<file path="config.mk">
export PLATFORM = sky130hd
export DESIGN_NAME = http_image_stream_to_flash_writes
export DESIGN_NICKNAME = d
export VERILOG_FILES = /design/src/rtl/core/hisf_pkg.sv /design/src/rtl/core/hisf_front.sv /design/src/rtl/core/hisf_queue.sv /design/src/rtl/core/hisf_back.sv /design/src/rtl/core/http_image_stream_to_flash_writes.sv
export SDC_FILE = /design/constraint.sdc
export NUM_CORES = 1
export LEC_CHECK = 0
export BUFFER_PORTS_ARGS = -buffer_cell sky130_fd_sc_hd__buf_2
export CAP_MARGIN = 20
export CORE_MARGIN = 1.5
export CORE_UTILIZATION = 30
export DETAILED_ROUTE_END_ITERATION = 12
export PLACE_DENSITY_LB_ADDON = 0.12
export SLEW_MARGIN = 5
export SYNTH_ARGS = -nofsm -noshare
export SYNTH_HDL_FRONTEND = slang
export SYNTH_SLANG_ARGS = --single-unit
</file>
<file path="constraint.sdc">
create_clock -name aclk -period 7.3 [get_ports aclk]
set_input_delay 1.46 -clock aclk [delete_from_list [all_inputs] [get_ports aclk]]
set_output_delay 1.46 -clock aclk [all_outputs]
set_load 0.02 [all_outputs]
</file>
<file path="src/rtl/core/hisf_pkg.sv">
`timescale 1ns / 1ps

package hisf_pkg;

    // header bytes examined before the parser gives up on the header
    localparam int HEADER_LIMIT = 511;
    localparam int HDR_CW       = $clog2(HEADER_LIMIT + 1);

    localparam int QUEUE_DEPTH = 4;
    localparam int QUEUE_AW    = $clog2(QUEUE_DEPTH);

    localparam logic [15:0] MAX_BYTES_RESET = 16'd55296;
    localparam logic [15:0] TIMEOUT_RESET   = 16'd15000;

    localparam logic [16:0] LEN_SAT = 17'h1FFFF;

    // register addresses (word index)
    localparam logic REG_MAX_BYTES = 1'b0;
    localparam logic REG_TIMEOUT   = 1'b1;

    // input commands
    localparam logic [1:0] CMD_BYTE    = 2'd0;
    localparam logic [1:0] CMD_TICK    = 2'd1;
    localparam logic [1:0] CMD_RESTART = 2'd2;

    // result kinds
    localparam logic KIND_WRITE = 1'b0;
    localparam logic KIND_DONE  = 1'b1;

    // finish status
    localparam logic [2:0] ST_OK       = 3'd0;
    localparam logic [2:0] ST_NO_200   = 3'd1;
    localparam logic [2:0] ST_BAD_LEN  = 3'd2;
    localparam logic [2:0] ST_TIMEOUT  = 3'd3;
    localparam logic [2:0] ST_INVALID  = 3'd4;

    typedef enum logic [1:0] {
        ITEM_BYTE,
        ITEM_TICK,
        ITEM_RESTART
    } hisf_kind_t;

    typedef struct packed {
        hisf_kind_t  kind;
        logic [7:0]  data;
    } hisf_item_t;

    typedef struct packed {
        logic        kind;
        logic [15:0] offset;
        logic [15:0] halfword;
        logic [2:0]  status;
        logic        last;
    } hisf_result_t;

    typedef struct packed {
        logic                empty;
        logic                full;
        logic [QUEUE_AW:0]   count;
    } hisf_qstat_t;

    typedef struct packed {
        logic [15:0] max_bytes;
        logic [15:0] timeout;
    } hisf_cfg_t;

    // "200 OK"
    function automatic logic [7:0] ok_char(input logic [2:0] idx);
        logic [7:0] ch;
        unique case (idx)
            3'd0:    ch = 8'h32;
            3'd1:    ch = 8'h30;
            3'd2:    ch = 8'h30;
            3'd3:    ch = 8'h20;
            3'd4:    ch = 8'h4F;
            3'd5:    ch = 8'h4B;
            default: ch = 8'h00;
        endcase
        return ch;
    endfunction

    // "Content-Length: "
    function automatic logic [7:0] cl_char(input logic [3:0] idx);
        logic [7:0] ch;
        unique case (idx)
            4'd0:  ch = 8'h43;
            4'd1:  ch = 8'h6F;
            4'd2:  ch = 8'h6E;
            4'd3:  ch = 8'h74;
            4'd4:  ch = 8'h65;
            4'd5:  ch = 8'h6E;
            4'd6:  ch = 8'h74;
            4'd7:  ch = 8'h2D;
            4'd8:  ch = 8'h4C;
            4'd9:  ch = 8'h65;
            4'd10: ch = 8'h6E;
            4'd11: ch = 8'h67;
            4'd12: ch = 8'h74;
            4'd13: ch = 8'h68;
            4'd14: ch = 8'h3A;
            4'd15: ch = 8'h20;
        endcase
        return ch;
    endfunction

endpackage

</file>
<file path="src/rtl/core/hisf_front.sv">
`timescale 1ns / 1ps

module hisf_front (
    input  logic                s_tvalid,
    output logic                s_tready,
    input  logic [7:0]          s_tdata,   // data_byte
    input  logic [1:0]          s_tuser,   // command
    input  hisf_pkg::hisf_qstat_t q_stat,
    output logic                q_push,
    output hisf_pkg::hisf_item_t  q_item
);
    import hisf_pkg::*;

    logic keep;

    assign s_tready = !q_stat.full;

    // unknown command codes are dropped here and never reach the queue
    always_comb begin
        keep        = 1'b1;
        q_item.data = s_tdata;
        q_item.kind = ITEM_BYTE;
        unique case (s_tuser)
            CMD_BYTE:    q_item.kind = ITEM_BYTE;
            CMD_TICK:    q_item.kind = ITEM_TICK;
            CMD_RESTART: q_item.kind = ITEM_RESTART;
            default:     keep = 1'b0;
        endcase
    end

    assign q_push = s_tvalid && s_tready && keep;

endmodule

</file>
<file path="src/rtl/core/hisf_queue.sv">
`timescale 1ns / 1ps

module hisf_queue (
    input  logic                  aclk,
    input  logic                  aresetn,
    input  logic                  push,
    input  hisf_pkg::hisf_item_t  wdata,
    input  logic                  pop,
    output hisf_pkg::hisf_item_t  rdata,
    output hisf_pkg::hisf_qstat_t stat
);
    import hisf_pkg::*;

    hisf_item_t          mem [QUEUE_DEPTH];
    logic [QUEUE_AW-1:0] wr_ptr_reg, rd_ptr_reg;
    logic [QUEUE_AW:0]   count_reg;

    assign stat.count = count_reg;
    assign stat.empty = (count_reg == '0);
    assign stat.full  = (count_reg == (QUEUE_AW+1)'(QUEUE_DEPTH));
    assign rdata      = mem[rd_ptr_reg];

    always_ff @(posedge aclk) begin
        if (push) begin
            mem[wr_ptr_reg] <= wdata;
        end
    end

    always_ff @(posedge aclk) begin
        if (!aresetn) begin
            wr_ptr_reg <= '0;
            rd_ptr_reg <= '0;
            count_reg  <= '0;
        end else begin
            if (push) begin
                wr_ptr_reg <= wr_ptr_reg + 1'b1;
            end
            if (pop) begin
                rd_ptr_reg <= rd_ptr_reg + 1'b1;
            end
            if (push && !pop) begin
                count_reg <= count_reg + 1'b1;
            end else if (pop && !push) begin
                count_reg <= count_reg - 1'b1;
            end
        end
    end

endmodule

</file>
<file path="src/rtl/core/hisf_back.sv">
`timescale 1ns / 1ps

module hisf_back (
    input  logic                   aclk,
    input  logic                   aresetn,
    input  hisf_pkg::hisf_cfg_t    cfg,
    input  hisf_pkg::hisf_qstat_t  q_stat,
    input  hisf_pkg::hisf_item_t   q_item,
    output logic                   q_pop,
    output logic                   out_valid,
    input  logic                   out_ready,
    output hisf_pkg::hisf_result_t out_res
);
    import hisf_pkg::*;

    localparam logic [1:0] PH_HEADER = 2'd0;
    localparam logic [1:0] PH_BODY   = 2'd1;
    localparam logic [1:0] PH_DONE   = 2'd2;

    localparam logic [1:0] LS_MATCH = 2'd0;
    localparam logic [1:0] LS_SPACE = 2'd1;
    localparam logic [1:0] LS_DIGIT = 2'd2;
    localparam logic [1:0] LS_DONE  = 2'd3;

    localparam logic [7:0] CH_CR    = 8'h0D;
    localparam logic [7:0] CH_LF    = 8'h0A;
    localparam logic [7:0] CH_TWO   = 8'h32;
    localparam logic [7:0] CH_C     = 8'h43;
    localparam logic [7:0] CH_PLUS  = 8'h2B;
    localparam logic [7:0] CH_MINUS = 8'h2D;

    logic [1:0]        phase_reg, phase_next;
    logic [HDR_CW-1:0] hdr_cnt_reg, hdr_cnt_next;
    logic [2:0]        end_match_reg, end_match_next;
    logic [2:0]        ok_match_reg, ok_match_next;
    logic              ok_seen_reg, ok_seen_next;
    logic [4:0]        len_match_reg, len_match_next;
    logic [1:0]        len_step_reg, len_step_next;
    logic              len_neg_reg, len_neg_next;
    logic [16:0]       len_val_reg, len_val_next;
    logic [15:0]       rcv_cnt_reg, rcv_cnt_next;
    logic [7:0]        low_byte_reg, low_byte_next;
    logic              have_low_reg, have_low_next;
    logic [31:0]       first_word_reg, first_word_next;
    logic [15:0]       idle_reg, idle_next;

    logic              out_valid_reg, pend_valid_reg;
    hisf_result_t      out_res_reg, pend_res_reg;

    hisf_result_t      r0, r1;
    logic [1:0]        n_res;
    logic [7:0]        c;
    logic              is_digit, is_space, img_ok;
    logic [20:0]       len_prod;
    logic              out_free;

    assign c        = q_item.data;
    assign is_digit = (c >= 8'h30) && (c <= 8'h39);
    assign is_space = (c == 8'h20) || ((c >= 8'h09) && (c <= 8'h0D));
    assign len_prod = {4'd0, len_val_reg} * 21'd10 + {17'd0, c[3:0]};

    assign out_free = !out_valid_reg || out_ready;
    assign q_pop    = !q_stat.empty && !pend_valid_reg && out_free;

    always_comb begin
        phase_next      = phase_reg;
        hdr_cnt_next    = hdr_cnt_reg;
        end_match_next  = end_match_reg;
        ok_match_next   = ok_match_reg;
        ok_seen_next    = ok_seen_reg;
        len_match_next  = len_match_reg;
        len_step_next   = len_step_reg;
        len_neg_next    = len_neg_reg;
        len_val_next    = len_val_reg;
        rcv_cnt_next    = rcv_cnt_reg;
        low_byte_next   = low_byte_reg;
        have_low_next   = have_low_reg;
        first_word_next = first_word_reg;
        idle_next       = idle_reg;
        r0              = '0;
        r1              = '0;
        n_res           = 2'd0;
        img_ok          = 1'b0;

        if (q_pop) begin
            unique case (q_item.kind)
                ITEM_RESTART: begin
                    phase_next      = PH_HEADER;
                    hdr_cnt_next    = '0;
                    end_match_next  = '0;
                    ok_match_next   = '0;
                    ok_seen_next    = 1'b0;
                    len_match_next  = '0;
                    len_step_next   = LS_MATCH;
                    len_neg_next    = 1'b0;
                    len_val_next    = '0;
                    rcv_cnt_next    = '0;
                    low_byte_next   = '0;
                    have_low_next   = 1'b0;
                    first_word_next = 32'hFFFF_FFFF;
                    idle_next       = '0;
                end
                ITEM_TICK: begin
                    if (phase_reg != PH_DONE) begin
                        if (idle_reg != 16'hFFFF) begin
                            idle_next = idle_reg + 16'd1;
                        end
                        if (idle_next >= cfg.timeout) begin
                            r0.kind    = KIND_DONE;
                            r0.status  = ST_TIMEOUT;
                            n_res      = 2'd1;
                            phase_next = PH_DONE;
                        end
                    end
                end
                ITEM_BYTE: begin
                    if (phase_reg == PH_HEADER) begin
                        idle_next = '0;
                        if (hdr_cnt_reg < HDR_CW'(HEADER_LIMIT)) begin
                            hdr_cnt_next = hdr_cnt_reg + 1'b1;

                            // status line match
                            if (c == ok_char(ok_match_reg)) begin
                                ok_match_next = ok_match_reg + 3'd1;
                            end else begin
                                ok_match_next = (c == CH_TWO) ? 3'd1 : 3'd0;
                            end
                            if (ok_match_next == 3'd6) begin
                                ok_seen_next  = 1'b1;
                                ok_match_next = 3'd0;
                            end

                            // length field: match key, skip space, sign, digits
                            unique case (len_step_reg)
                                LS_MATCH: begin
                                    if (c == cl_char(len_match_reg[3:0])) begin
                                        len_match_next = len_match_reg + 5'd1;
                                    end else begin
                                        len_match_next = (c == CH_C) ? 5'd1 : 5'd0;
                                    end
                                    if (len_match_next == 5'd16) begin
                                        len_step_next = LS_SPACE;
                                    end
                                end
                                LS_SPACE: begin
                                    priority if (is_space) begin
                                        len_step_next = LS_SPACE;
                                    end else if (c == CH_PLUS || c == CH_MINUS) begin
                                        len_neg_next  = (c == CH_MINUS);
                                        len_step_next = LS_DIGIT;
                                    end else if (is_digit) begin
                                        len_val_next  = {13'd0, c[3:0]};
                                        len_step_next = LS_DIGIT;
                                    end else begin
                                        len_step_next = LS_DONE;
                                    end
                                end
                                LS_DIGIT: begin
                                    if (is_digit) begin
                                        len_val_next = (len_prod > {4'd0, LEN_SAT}) ?
                                                       LEN_SAT : len_prod[16:0];
                                    end else begin
                                        len_step_next = LS_DONE;
                                    end
                                end
                                LS_DONE: begin
                                    len_step_next = LS_DONE;
                                end
                            endcase

                            // blank line search
                            if (c == (end_match_reg[0] ? CH_LF : CH_CR)) begin
                                end_match_next = end_match_reg + 3'd1;
                            end else begin
                                end_match_next = (c == CH_CR) ? 3'd1 : 3'd0;
                            end

                            if (end_match_next == 3'd4) begin
                                priority if (!ok_seen_next) begin
                                    r0.kind    = KIND_DONE;
                                    r0.status  = ST_NO_200;
                                    n_res      = 2'd1;
                                    phase_next = PH_DONE;
                                end else if (len_neg_next || len_val_next == '0 ||
                                             len_val_next > {1'b0, cfg.max_bytes}) begin
                                    r0.kind    = KIND_DONE;
                                    r0.status  = ST_BAD_LEN;
                                    n_res      = 2'd1;
                                    phase_next = PH_DONE;
                                end else begin
                                    phase_next = PH_BODY;
                                end
                            end
                        end
                    end else if (phase_reg == PH_BODY) begin
                        idle_next = '0;
                        if (rcv_cnt_reg < 16'd4) begin
                            first_word_next[{rcv_cnt_reg[1:0], 3'b000} +: 8] = c;
                        end
                        if (!have_low_reg) begin
                            low_byte_next = c;
                            have_low_next = 1'b1;
                        end else begin
                            r0.kind     = KIND_WRITE;
                            r0.offset   = rcv_cnt_reg - 16'd1;
                            r0.halfword = {c, low_byte_reg};
                            n_res       = 2'd1;
                            have_low_next = 1'b0;
                        end
                        rcv_cnt_next = rcv_cnt_reg + 16'd1;

                        if ({1'b0, rcv_cnt_next} >= len_val_reg) begin
                            img_ok = (first_word_next != 32'hFFFF_FFFF) &&
                                     first_word_next[29];
                            if (have_low_next) begin
                                // odd last byte, padded as erased flash
                                r0.kind     = KIND_WRITE;
                                r0.offset   = rcv_cnt_next - 16'd1;
                                r0.halfword = {8'hFF, low_byte_next};
                                r1.kind     = KIND_DONE;
                                r1.status   = img_ok ? ST_OK : ST_INVALID;
                                n_res       = 2'd2;
                            end else if (n_res == 2'd1) begin
                                r1.kind   = KIND_DONE;
                                r1.status = img_ok ? ST_OK : ST_INVALID;
                                n_res     = 2'd2;
                            end else begin
                                r0.kind   = KIND_DONE;
                                r0.status = img_ok ? ST_OK : ST_INVALID;
                                n_res     = 2'd1;
                            end
                            have_low_next = 1'b0;
                            phase_next    = PH_DONE;
                        end
                    end
                end
                default: begin
                    phase_next = phase_reg;
                end
            endcase
        end

        if (n_res == 2'd1) begin
            r0.last = 1'b1;
        end
        if (n_res == 2'd2) begin
            r1.last = 1'b1;
        end
    end

    always_ff @(posedge aclk) begin
        if (!aresetn) begin
            phase_reg      <= PH_HEADER;
            hdr_cnt_reg    <= '0;
            end_match_reg  <= '0;
            ok_match_reg   <= '0;
            ok_seen_reg    <= 1'b0;
            len_match_reg  <= '0;
            len_step_reg   <= LS_MATCH;
            len_neg_reg    <= 1'b0;
            len_val_reg    <= '0;
            rcv_cnt_reg    <= '0;
            low_byte_reg   <= '0;
            have_low_reg   <= 1'b0;
            first_word_reg <= 32'hFFFF_FFFF;
            idle_reg       <= '0;
            out_valid_reg  <= 1'b0;
            pend_valid_reg <= 1'b0;
        end else begin
            phase_reg      <= phase_next;
            hdr_cnt_reg    <= hdr_cnt_next;
            end_match_reg  <= end_match_next;
            ok_match_reg   <= ok_match_next;
            ok_seen_reg    <= ok_seen_next;
            len_match_reg  <= len_match_next;
            len_step_reg   <= len_step_next;
            len_neg_reg    <= len_neg_next;
            len_val_reg    <= len_val_next;
            rcv_cnt_reg    <= rcv_cnt_next;
            low_byte_reg   <= low_byte_next;
            have_low_reg   <= have_low_next;
            first_word_reg <= first_word_next;
            idle_reg       <= idle_next;
            if (pend_valid_reg && out_free) begin
                out_valid_reg  <= 1'b1;
                pend_valid_reg <= 1'b0;
            end else if (q_pop) begin
                out_valid_reg  <= (n_res != 2'd0);
                pend_valid_reg <= (n_res == 2'd2);
            end else if (out_ready) begin
                out_valid_reg <= 1'b0;
            end
        end
    end

    always_ff @(posedge aclk) begin
        if (pend_valid_reg && out_free) begin
            out_res_reg <= pend_res_reg;
        end else if (q_pop) begin
            out_res_reg  <= r0;
            pend_res_reg <= r1;
        end
    end

    assign out_valid = out_valid_reg;
    assign out_res   = out_res_reg;

endmodule

</file>
<file path="src/rtl/core/http_image_stream_to_flash_writes.sv">
`timescale 1ns / 1ps

// Turns a received HTTP response into halfword flash writes. Each input request
// carries a command in s_tuser (received byte, millisecond tick, restart) and
// the byte in s_tdata. The header is scanned for the status "200 OK", the
// Content-Length value and the blank line; body bytes then leave as halfword
// writes (low byte first, odd tail padded with 0xFF) followed by one finished
// request carrying the status. After finishing, bytes and ticks are dropped
// until a restart. Rate: one input request per clock while the queue is not
// full; the front end classifies and pushes into a 4-entry queue, the back end
// executes one queued request per clock when its output register is free. A
// request with two results (odd final byte plus finish, or last pair plus finish)
// stalls the back end until the second is staged. No clearing pass after reset.

module http_image_stream_to_flash_writes (
    input  logic        aclk,
    input  logic        aresetn,
    // input stream
    input  logic        s_tvalid,
    output logic        s_tready,
    input  logic [7:0]  s_tdata,   // [7:0] data_byte
    input  logic [1:0]  s_tuser,   // [1:0] command
    // result stream
    output logic        m_tvalid,
    input  logic        m_tready,
    output logic [39:0] m_tdata,   // [15:0] offset, [31:16] halfword, [34:32] status
    output logic [0:0]  m_tuser,   // [0] kind
    output logic        m_tlast,
    // register port
    input  logic        psel,
    input  logic        penable,
    input  logic        pwrite,
    input  logic [2:0]  paddr,
    input  logic [31:0] pwdata,
    output logic [31:0] prdata,
    output logic        pready
);
    import hisf_pkg::*;

    logic [15:0]  max_bytes_reg, timeout_reg;
    hisf_cfg_t    cfg;
    hisf_qstat_t  q_stat;
    hisf_item_t   push_item, pop_item;
    logic         q_push, q_pop;
    hisf_result_t res;
    logic         cfg_wr;

    // registers at byte address 0 and 4; low address bits are ignored
    assign pready = 1'b1;
    assign cfg_wr = psel && penable && pwrite && pready;
    assign prdata = {16'd0, (paddr[2] == REG_TIMEOUT) ? timeout_reg : max_bytes_reg};

    always_ff @(posedge aclk) begin
        if (!aresetn) begin
            max_bytes_reg <= MAX_BYTES_RESET;
            timeout_reg   <= TIMEOUT_RESET;
        end else if (cfg_wr) begin
            if (paddr[2] == REG_MAX_BYTES) begin
                max_bytes_reg <= pwdata[15:0];
            end else begin
                timeout_reg <= pwdata[15:0];
            end
        end
    end

    assign cfg.max_bytes = max_bytes_reg;
    assign cfg.timeout   = timeout_reg;

    // front: classify and enqueue
    hisf_front u_front (
        .s_tvalid (s_tvalid),
        .s_tready (s_tready),
        .s_tdata  (s_tdata),
        .s_tuser  (s_tuser),
        .q_stat   (q_stat),
        .q_push   (q_push),
        .q_item   (push_item)
    );

    hisf_queue u_queue (
        .aclk    (aclk),
        .aresetn (aresetn),
        .push    (q_push),
        .wdata   (push_item),
        .pop     (q_pop),
        .rdata   (pop_item),
        .stat    (q_stat)
    );

    // back: parser state, write pairing, output staging
    hisf_back u_back (
        .aclk      (aclk),
        .aresetn   (aresetn),
        .cfg       (cfg),
        .q_stat    (q_stat),
        .q_item    (pop_item),
        .q_pop     (q_pop),
        .out_valid (m_tvalid),
        .out_ready (m_tready),
        .out_res   (res)
    );

    assign m_tdata = {5'd0, res.status, res.halfword, res.offset};
    assign m_tuser = res.kind;
    assign m_tlast = res.last;

    // a finished request always closes the results of its input
    a_done_last: assert property (@(posedge aclk) disable iff (!aresetn)
        m_tvalid && (m_tuser[0] == KIND_DONE) |-> m_tlast)
        else $error("finish result without last");

    // writes carry no status
    a_write_status: assert property (@(posedge aclk) disable iff (!aresetn)
        m_tvalid && (m_tuser[0] == KIND_WRITE) |-> (m_tdata[34:32] == ST_OK))
        else $error("write result with nonzero status");

    // finish status stays within the defined codes
    a_status_range: assert property (@(posedge aclk) disable iff (!aresetn)
        m_tvalid && (m_tuser[0] == KIND_DONE) |-> (m_tdata[34:32] <= ST_INVALID))
        else $error("finish status out of range");

    // queue occupancy bounded
    a_queue_bound: assert property (@(posedge aclk) disable iff (!aresetn)
        q_stat.count <= (QUEUE_AW+1)'(QUEUE_DEPTH))
        else $error("queue overflow");

endmodule

</file>
== Word level (Yosys, flattened, before mapping) ==
Memories as Yosys holds them, arrays and structs flattened. A register that Yosys moved wholly into a read port is not among the register bits.
Index checks and enable logic that the tools add are counted.

* $add $sub $neg: 14
* Multipliers: 1
* Magnitude comparators: 10
* Equality and inequality tests: 45
* Shifts and indexed selects: 2
* Muxes and demuxes: 194
* Bitwise logic cells: 6
* Reduce and logical (&&, ||, !) cells: 49

{| class="wikitable"
|+ Operators by type and width
! operator !! count
|-
| $mux W32 || 11
|-
| $mux W17 || 11
|-
| $mux W16 || 10
|-
| $mux W8 || 12
|-
| $mux W3 || 28
|-
| $mux W37 || 2
|-
| $mux W36 || 2
|-
| $pmux W17 S2 || 2
|-
| $mux W2 || 32
|-
| $pmux W32 S2 || 1
|-
| $mux W1 || 51
|-
| $pmux W16 S3 || 1
|-
| $mux W5 || 9
|-
| $pmux W7 S5 || 1
|-
| $add A16 B1 Y16 const B || 2
|-
| $bwmux W32 || 1
|-
| $eq A8 B6 Y1 const B || 4
|-
| $ne A32 B32 Y1 const B || 1
|-
| $pmux W16 S2 || 1
|-
| $shift A8 B7 Y32 const A || 1
|-
| $shiftx A8 B7 Y32 || 1
|-
| $sub A16 B1 Y16 const B || 2
|-
| $eq A8 B8 Y1 || 3
|-
| $add A21 B4 Y21 || 1
|-
| 58 further kinds || 131
|}

* Bits in registers: 199
* RAM bits: 40
* ROM bits: 112
* Input port bits: 52
* Output and inout bits: 77
* Word-level logic and storage cells: 352
* Memories kept: 2

{| class="wikitable"
|+ Memory list
! memory !! words !! bits a word !! rd ports !! clocked after Yosys merged registers in !! write ports !! RTL line !! text
|-
| (name not given) || 16 || 7 || 1 || 1 || 0 || hisf_pkg.sv:85 || <nowiki>unique case (idx)</nowiki>
|-
| u_queue.mem || 4 || 10 || 1 || 1 || 1 || hisf_queue.sv:14 || <nowiki>hisf_item_t mem [QUEUE_DEPTH];</nowiki>
|}

== Logic depth before layout (Yosys ltp) ==
Gate-level depths: netlist of the first run.

* Depth after elaboration: 29
* Mapped depth: 31
* Gate-level depth less buffers: 27

== Cells and area by module ==
From an unflattened synthesis of the first run, not the netlist that was laid out.

* Cell total of the unflattened synthesis: 1,847
* Area, all modules: 16,275.6 um^2

{| class="wikitable"
|+ Modules (own cells, without submodules)
! module !! instances !! cells each !! area an instance (um^2) !! seq. area each (um^2)
|-
| hisf_back || 1 || 1,565 || 12,600.8 || 3,703.6
|-
| hisf_queue || 1 || 95 || 1,888.1 || 1,381.3
|-
| http_image_stream_to_flash_writes || 1 || 174 || 1,695.4 || 640.6
|-
| hisf_front || 1 || 13 || 91.3 || 0.0
|}

== Worst setup path before layout of the first run ==
OpenSTA, ideal clock, no wires.

* Path kind: flip-flop to flip-flop
* Start point: register with a tool-made name
* End point: register u_back.out_res_reg (netlist bit u_back.out_res[0]), data pin
* Library setup time: 0.269 ns
* Data arrival time: 5.763 ns
* Data required time: 7.031 ns
* Slack: 1.268 ns
* Stages on the path, launching flop included: 30
* Period minus slack after synthesis: 6.032 ns
* Cells stage by stage: dfxtp_1 > buf_4 > mux4_2 > clkbuf_1 > clkbuf_1 > ha_1 > nor2_1 > or4_1 > nor3b_1 > nand2_1 > nor3_1 > nor4_1 > mux2_2 > buf_4 > a21oi_1 > nand2_1 > o21ai_0 > ha_1 > nor2b_1 > o21a_1 > o21ai_0 > nand2b_1 > a21oi_1 > nor2b_1 > o21ai_0 > a31oi_1 > a21oi_1 > o211ai_1 > a221oi_2 > a31oi_1

{| class="wikitable"
|+ RTL lines
! element !! RTL line !! text
|-
| end signal: assignment || hisf_back.sv:298 || <nowiki>out_res_reg <= pend_res_reg;</nowiki>
|-
| end signal: assignment || hisf_back.sv:300 || <nowiki>out_res_reg <= r0;</nowiki>
|-
| end: declaration || hisf_back.sv:48 || <nowiki>hisf_result_t out_res_reg, pend_res_reg;</nowiki>
|}

== Final worst setup path of the first run ==
* Start point: register u_back.len_val_reg[1]
* End point: register u_back.out_res_reg (netlist bit u_back.out_res[0]), data pin

* Cells in the longest elaborated chain, start to end: 24
* Elaborated cells on any way between the ends: 31
* Classes of those cells: 1 x add/sub; 1 x mul; 3 x order compare; 1 x eq/ne; 22 x mux; 3 x reduce/logical

{| class="wikitable"
|+ Ends and longest elaborated chain
! element !! RTL line !! text
|-
| start: declaration || hisf_back.sv:40 || <nowiki>logic [16:0] len_val_reg, len_val_next;</nowiki>
|-
| start signal: assignment || hisf_back.sv:278 || <nowiki>len_val_reg <= len_val_next;</nowiki>
|-
| branches (longest 17 deep; another with $add A21 B4 Y21) || n/a ||
|-
| $mux W2 (*) || hisf_back.sv:117 || <nowiki>if (phase_reg == PH_HEADER) begin</nowiki>
|-
| $pmux W2 S2 (*) || hisf_back.sv:86 || <nowiki>unique case (q_item.kind)</nowiki>
|-
| $mux W2 (*) || hisf_back.sv:85 || <nowiki>if (q_pop) begin</nowiki>
|-
| $eq A2 B1 Y1 (*) || hisf_back.sv:243 || <nowiki>if (n_res == 2'd1) begin</nowiki>
|-
| $mux W1 (*) || hisf_back.sv:243 ||
|-
| $mux W37 (*) || hisf_back.sv:299 || <nowiki>end else if (q_pop) begin</nowiki>
|-
| $mux W37 (*) || hisf_back.sv:297 || <nowiki>if (pend_valid_reg && out_free) begin</nowiki>
|}

Mark *: on every way between the ends. The select of a mux whose other input is x is not followed.
A chain may end at the register's enable or synchronous reset.

==> impl_metrics.yaml, run 1 <==
logic_synthesis:
  synth-edff-count: 80
  syn_inst: 1824
  ys_ff_latch: 246
  synth-async-reset-ratio: 0
  synth_ff_type: "dfxtp_1"
  synth_top_area_cell: "dfxtp_1"
  synth_area_sq_um: 15600
  ys_seq_area_frac: 0.367
  synth_area_leaders: "dfxtp_1 21%, edfxtp_1 15%, ha_1 8.9%"
  avgSynthCellArea_sq_um: 8.56
  ys_types: 82
  ys_warn_count: 0
  synth_top_area_frac: 0.213
routing:
  drtIter0Drc: 837
  drtPass1Iterations: 5
  via_per_inst: 5.16
  wl_per_cell_um: 17.8
  drt_wl_total_um: 45700
  drc: 0
  vias: 13200
  ant_nets: 0
clock_tree:
  cts_root_buf: "clkbuf_16"
  clk_pin_slew_worst_paths_ps: 60
  postCtsSetupRepairBufs: 0
  cts_tree: "built"
  ctsResizeCount: 0
  clk_latency_ps: 610
  clockBufferDepth: 3
  clkSinkCount: 246
  numCtsBuffers: 31
  cts_hold_buf: 0
  htreeDepth: 1
worst_setup_path:
  slowest_delay_ps: 530
  cp_top_family: "compound AO/OA/AOI/OAI gates"
  reg2regPathDepth: 28
  start_kind: "flip-flop"
  critical_path_depth: 28
  path_max_fanout: 11
  r2r_end: "u_back.out_res[0]"
  path_class: "flip-flop to flip-flop"
  critPathSlowestCell: "dfxtp_1"
  critPathCapture: "u_back.out_res[0]"
  critical_path_arrival_ps: 6830
  timing.rr.start: "u_back.len_val_reg[1]"
  end_kind: "flip-flop"
  rrSetupSlack_ps: 790
  crit_required_ps: 7620
  path_buf_inv: 2
  startpoint: "u_back.len_val_reg[1]"
sta:
  rsz0062_at_grt: "false"
  layout_min_cycle_time_ps: 6510
  drv_slew: 0
  clock_skew_ps: 33.0
  finalSetupViolCount: 0
  holdWs_ps: 467
  hold_viol_final: 0
  relSlewSlack: 0.295
  tightest_slew_ps: 1050
  fmax_ghz: 0.154
  fin_setup_tns_ps: 0
  period_share: 0.892
placement:
  placed_area_sq_um: 16600
  io_buffers: 88
  hpwlAfterDp_um: 32800
  routabilityCongestion: 0.826
global_route:
  overflow: 0
  grt_pass1_vias: 13000
  grt_max_degree: 98
  antenna_found_initial: 1
  grt_pass1_wl_um: 73600
  track_usage: 0.172
power_and_ir_drop:
  p_leak_nw: 7.05
  cellPowerDensity_nw_per_um2: 268
  vdd.ir_drop.worst_uv: 176
  design_power_total_w: 0.00472
final_layout:
  fin_util: 0.343
  largest_reg_flops: 40
  design_area_sq_um: 17600
  nets: 2028
  layout_common_cells: "201 x nand2_1, 165 x dfxtp_1, 124 x nor2_1, 118 x a21oi_1, 111 x ha_1"
  drive_gt1_frac: 0.104
  antennaDiodeCount: 0
  layout_commonest_cell: "nand2_1"
  areaGrowthSynthToFinish_pct: 12.9
  fillerInstances: 5422
run_status:
  outcome: "finished, final reports clean"
job:
  cap_violations: 0
die:
  die_w_um: 231
  rows: 83
  die_area_sq_um: 53400
  io-pin-count: 129
  die_h_um: 231
  core-area_sq_um: 51400
  start_util: 0.304
worst_hold_path:
  min_path_type: "flip-flop to flip-flop"
  hold_path_startpoint: "max_bytes_reg[4]"
[final cells by class]
cell class              instances  area (sq um)  area share
clock inverters                14           140     0.00795
flip-flops and latches        246          5730       0.325
multi-input cells            1381          9070       0.514
inverters                      89           334      0.0190
well taps                     680           851      0.0483
clock buffers                  44           878      0.0498
repair buffers                113           628      0.0356
[report_power, final]
part | switching, W | internal (W) | total [W]
sequential | 0.0000867 | 0.00160 | 0.00169
combinational | 0.00106 | 0.000427 | 0.00148
clock | 0.000634 | 0.000908 | 0.00154
total | 0.00178 | 0.00294 | 0.00472
[cell families (layout without fill, tap and decap cells)]
group | count (synthesis) | count (layout) | share of synthesized area
XOR/XNOR | 91 | 91 | 0.0510
other | 2 | 22 | 0.000481
AND/OR/NAND/NOR | 653 | 653 | 0.207
AO/OA/AOI/OAI | 474 | 474 | 0.198
adder cells (fa/ha/maj) | 114 | 114 | 0.0928
multiplexers | 27 | 27 | 0.0258
flip-flops | 246 | 246 | 0.367
buffers and inverters | 217 | 260 | 0.0586
[cell usage after synthesis (all sizes together), types with 5 or more instances]
| library cell | number |
|---|---|
| a21o | 25 |
| nor3b | 8 |
| mux2i | 11 |
| mux2 | 6 |
| a31oi | 12 |
| xor2 | 41 |
| nand3 | 55 |
| ha | 111 |
| nor2 | 124 |
| a22oi | 52 |
| and4 | 5 |
| or3 | 13 |
| dfxtp | 166 |
| a32oi | 8 |
| or2 | 5 |
| a211oi | 10 |
| o22ai | 7 |
| a21boi | 35 |
| nor3 | 44 |
| a21oi | 118 |
| nand2b | 22 |
| nor2b | 68 |
| nand2 | 202 |
| and2 | 36 |
| buf | 31 |
| edfxtp | 80 |
| o211ai | 41 |
| xnor2 | 50 |
| o21a | 14 |
| clkbuf | 97 |
| o2111ai | 5 |
| and3 | 15 |
| o21ai | 105 |
| nand4 | 19 |
| nor4 | 22 |
| mux4 | 10 |
| inv | 88 |
[stage by stage]
stage | instances | setup WS (ps)
2_1_floorplan | 1844 | 1270
6_report | 2567 | 789
3_3_place_gp | 2507 | 773
3_5_place_dp | 2507 | 749
4_1_cts | 2565 | 739
5_1_grt | 2567 | 207
[tightest hold or removal path, delay by kind of cell, from the launching register on]
family           cells  cell delay (ps)
flip-flops           1              300
AO/OA/AOI/OAI        1               60
AND/OR/NAND/NOR      1               40
[metal layers]
| layer | share of wire | track usage |
|---|---|---|
| met5 | 0.00026 | 0 |
| met4 | 0.018 | 0.0366 |
| met3 | 0.040 | 0.0212 |
| met2 | 0.47 | 0.289 |
| met1 | 0.47 | 0.235 |
[how the worst min path moves through the flow]
stage                                 to  slack (ps)  depth (start not counted)
2_1_floorplan  u_back.first_word_reg[31]         440                          2
6_report                max_bytes_reg[4]         470                          2
3_3_place_gp            max_bytes_reg[4]         460                          2
4_1_cts                 max_bytes_reg[6]         470                          2
5_1_grt                max_bytes_reg[13]         490                          2
3_5_place_dp   u_back.first_word_reg[20]         460                          2
(Power assumes the default switching activity.)
==> run 2, diff against run 1 <==
--- a/config.mk
+++ b/config.mk
@@ -14,4 +14,5 @@
 export SLEW_MARGIN = 5
 export SYNTH_ARGS = -nofsm -noshare
 export SYNTH_HDL_FRONTEND = slang
+export SYNTH_HIERARCHICAL = 1
 export SYNTH_SLANG_ARGS = --single-unit
==> run 2 against run 1 <==
Final cell count up 1.9%. Flip-flop and latch count unchanged. Utilization down 0.36 points. First-iteration DRC count down 20%. Clock-buffer cell count down 3. Sequential share of layout area down 1.1 points. Clock skew down 20 ps. Fmax down 3.4%. Clock power about the same.
==> impl_metrics.yaml, run 2 <==
run_status:
  outcome: "finished, final reports clean"
logic_synthesis:
  avgSynthCellArea_sq_um: 8.81
  synth-async-reset-ratio: 0
  synth_area_leaders: "dfxtp_1 20%, edfxtp_1 15%, ha_1 8.5%"
  ys_warn_count: 6
  synth_top_area_cell: "dfxtp_1"
  ys_seq_area_frac: 0.352
  synth_top_area_frac: 0.204
  ys_types: 94
  ys_ff_latch: 246
  syn_inst: 1847
  synth_commonest_cells: "166 x dfxtp_1, 163 x nand2_1, 137 x nor2_1"
  synth-edff-count: 80
  synth_area_sq_um: 16300
  synth_ff_type: "dfxtp_1"
  synth.most_common_cell: "dfxtp_1"
final_layout:
  nets: 2061
  design_area_sq_um: 18200
  largest_reg_flops: 40
  areaGrowthSynthToFinish_pct: 11.9
  fin_util: 0.339
  layout_common_cells: "166 x dfxtp_1, 162 x nand2_1, 136 x nor2_1, 111 x ha_1"
  antennaDiodeCount: 0
  drive_gt1_frac: 0.126
  layout_commonest_cell: "dfxtp_1"
clock_tree:
  clkSinkCount: 246
  clk_pin_slew_worst_paths_ps: 60
  cts_hold_buf: 0
  postCtsSetupRepairBufs: 0
  clockBufferDepth: 3
  numCtsBuffers: 31
  ctsResizeCount: 0
  cts_root_buf: "clkbuf_16"
  clk_latency_ps: 590
  htreeDepth: 1
  cts_tree: "built"
sta:
  fmax_ghz: 0.148
  rsz0062_at_grt: "false"
  tightest_slew_ps: 1010
  period_share: 0.924
  fin_setup_tns_ps: 0
  drv_slew: 0
  worst_slack_ps: 557
  hold_viol_final: 0
  finalSetupViolCount: 0
  layout_min_cycle_time_ps: 6740
  clock_skew_ps: 13.4
  relSlewSlack: 0.324
die:
  die_h_um: 236
  die_w_um: 236
  start_util: 0.303
  core-area_sq_um: 53700
  die_area_sq_um: 55700
  io-pin-count: 129
  rows: 85
worst_setup_path:
  start_kind: "flip-flop"
  critPathCapture: "u_back/out_res[0]"
  rrSetupSlack_ps: 560
  path_max_fanout: 9
  end_kind: "flip-flop"
  r2r_end: "u_back/out_res[0]"
  startpoint: "u_back/len_val_reg[10]"
  crit_required_ps: 7620
  timing.rr.start: "u_back/len_val_reg[10]"
  path_class: "flip-flop to flip-flop"
  reg2regPathDepth: 22
  critical_path_arrival_ps: 7070
routing:
  drt_wl_total_um: 47800
  drtIter0Drc: 670
  drc: 0
  drtPass1Iterations: 5
  wl_per_cell_um: 18.3
  via_per_inst: 5.18
  vias: 13500
  ant_nets: 0
global_route:
  met1_usage: 0.228
  busiest_layer: "met2"
  grt_pass1_wl_um: 75700
  track_usage: 0.170
  grt_max_degree: 94
  overflow: 0
  antenna_found_initial: 0
  grt_pass1_vias: 13300
  use_met2: 0.288
  grt_use_met3: 0.0195
placement:
  io_buffers: 88
  routabilityCongestion: 0.839
  post-place-ws_ps: 453
  placed_area_sq_um: 17200
  hpwlAfterDp_um: 34900
power_and_ir_drop:
  vdd.ir_drop.worst_uv: 278
  p_leak_nw: 7.27
  design_power_total_w: 0.00439
  cellPowerDensity_nw_per_um2: 241
worst_hold_path:
  min_path_type: "flip-flop to flip-flop"
job:
  cap_violations: 0
run 2: cell types whose count changed after synthesis, sizes merged, moves of 19 or more:
cell,previous run,this run
clkbuf,97,78
a21boi,35,14
o22ai,7,30
mux2i,11,49
o211ai,41,15
a21oi,118,88
nand2,202,165
run 2: where the power goes:
group          switching, W  internal, W  total (W)
registers         0.0000709      0.00159    0.00166
clock network      0.000629     0.000899    0.00153
logic              0.000844     0.000354    0.00120
run 2: how the worst min path moves through the flow:
stage | startpoint | to | slack (ps) | cells past startpoint
5_1_grt | max_bytes_reg[2] | max_bytes_reg[2] | 500 | 2
3_5_place_dp | u_back/first_word_reg[14] | u_back/first_word_reg[14] | 470 | 2
6_report | max_bytes_reg[1] | max_bytes_reg[1] | 480 | 2
4_1_cts | max_bytes_reg[2] | max_bytes_reg[2] | 480 | 2
2_1_floorplan | u_back/first_word_reg[14] | u_back/first_word_reg[14] | 440 | 2
3_3_place_gp | u_back/first_word_reg[23] | u_back/first_word_reg[23] | 460 | 2
run 2: cell type report:
class	instances	area, sq um
clock buffers	41	823
well taps	696	871
inverters	87	327
multi-input cells	1407	9590
clock inverters	17	180
repair buffers	122	706
flip-flops and latches	246	5730
fillers	5573	35500
run 2: critical path, cell delays in order, from the launching register on:
cell and delay [ps]:
dfxtp_1 540, ha_1 310, ha_1 430, a21oi_1 130
o21ai_0 490, or2_2 210, o211ai_1 130, or4_1 470
or3_2 550, mux2_4 360, buf_4 180, a221oi_1 470
ha_1 220, nand4_1 160, nor4_1 310, nand4_1 150
o21ai_0 90, a21oi_1 70, or3_1 380, a211oi_1 290
buf_4 200, o211a_1 210, a41oi_1 130
run 2: per-stage QoR:
step / cells / hold slack (ps)
after floorplan: 1867 / 442
after global placement: 2557 / 459
after detailed placement: 2557 / 466
after CTS: 2615 / 479
after global routing: 2616 / 501
final: 2616 / 475
run 2: routing by layer:
layer  up-vias  share of wire  wire length, um
met5         -              0                0
met3        60          0.034             1640
met4         0          0.020              939
met2       220           0.48            22800
met1      6536           0.47            22500
li1       6722              -                -
run 2: cell families (layout without fill, tap and decap cells):
group | Yosys count | count (layout) | synth area share
adder cells (fa/ha/maj) | 114 | 114 | 0.0890
XOR/XNOR | 96 | 96 | 0.0517
AO/OA/AOI/OAI | 424 | 424 | 0.174
multiplexers | 78 | 78 | 0.0573
other | 2 | 22 | 0.000461
flip-flops | 246 | 246 | 0.352
buffers and inverters | 214 | 267 | 0.0647
AND/OR/NAND/NOR | 673 | 673 | 0.212
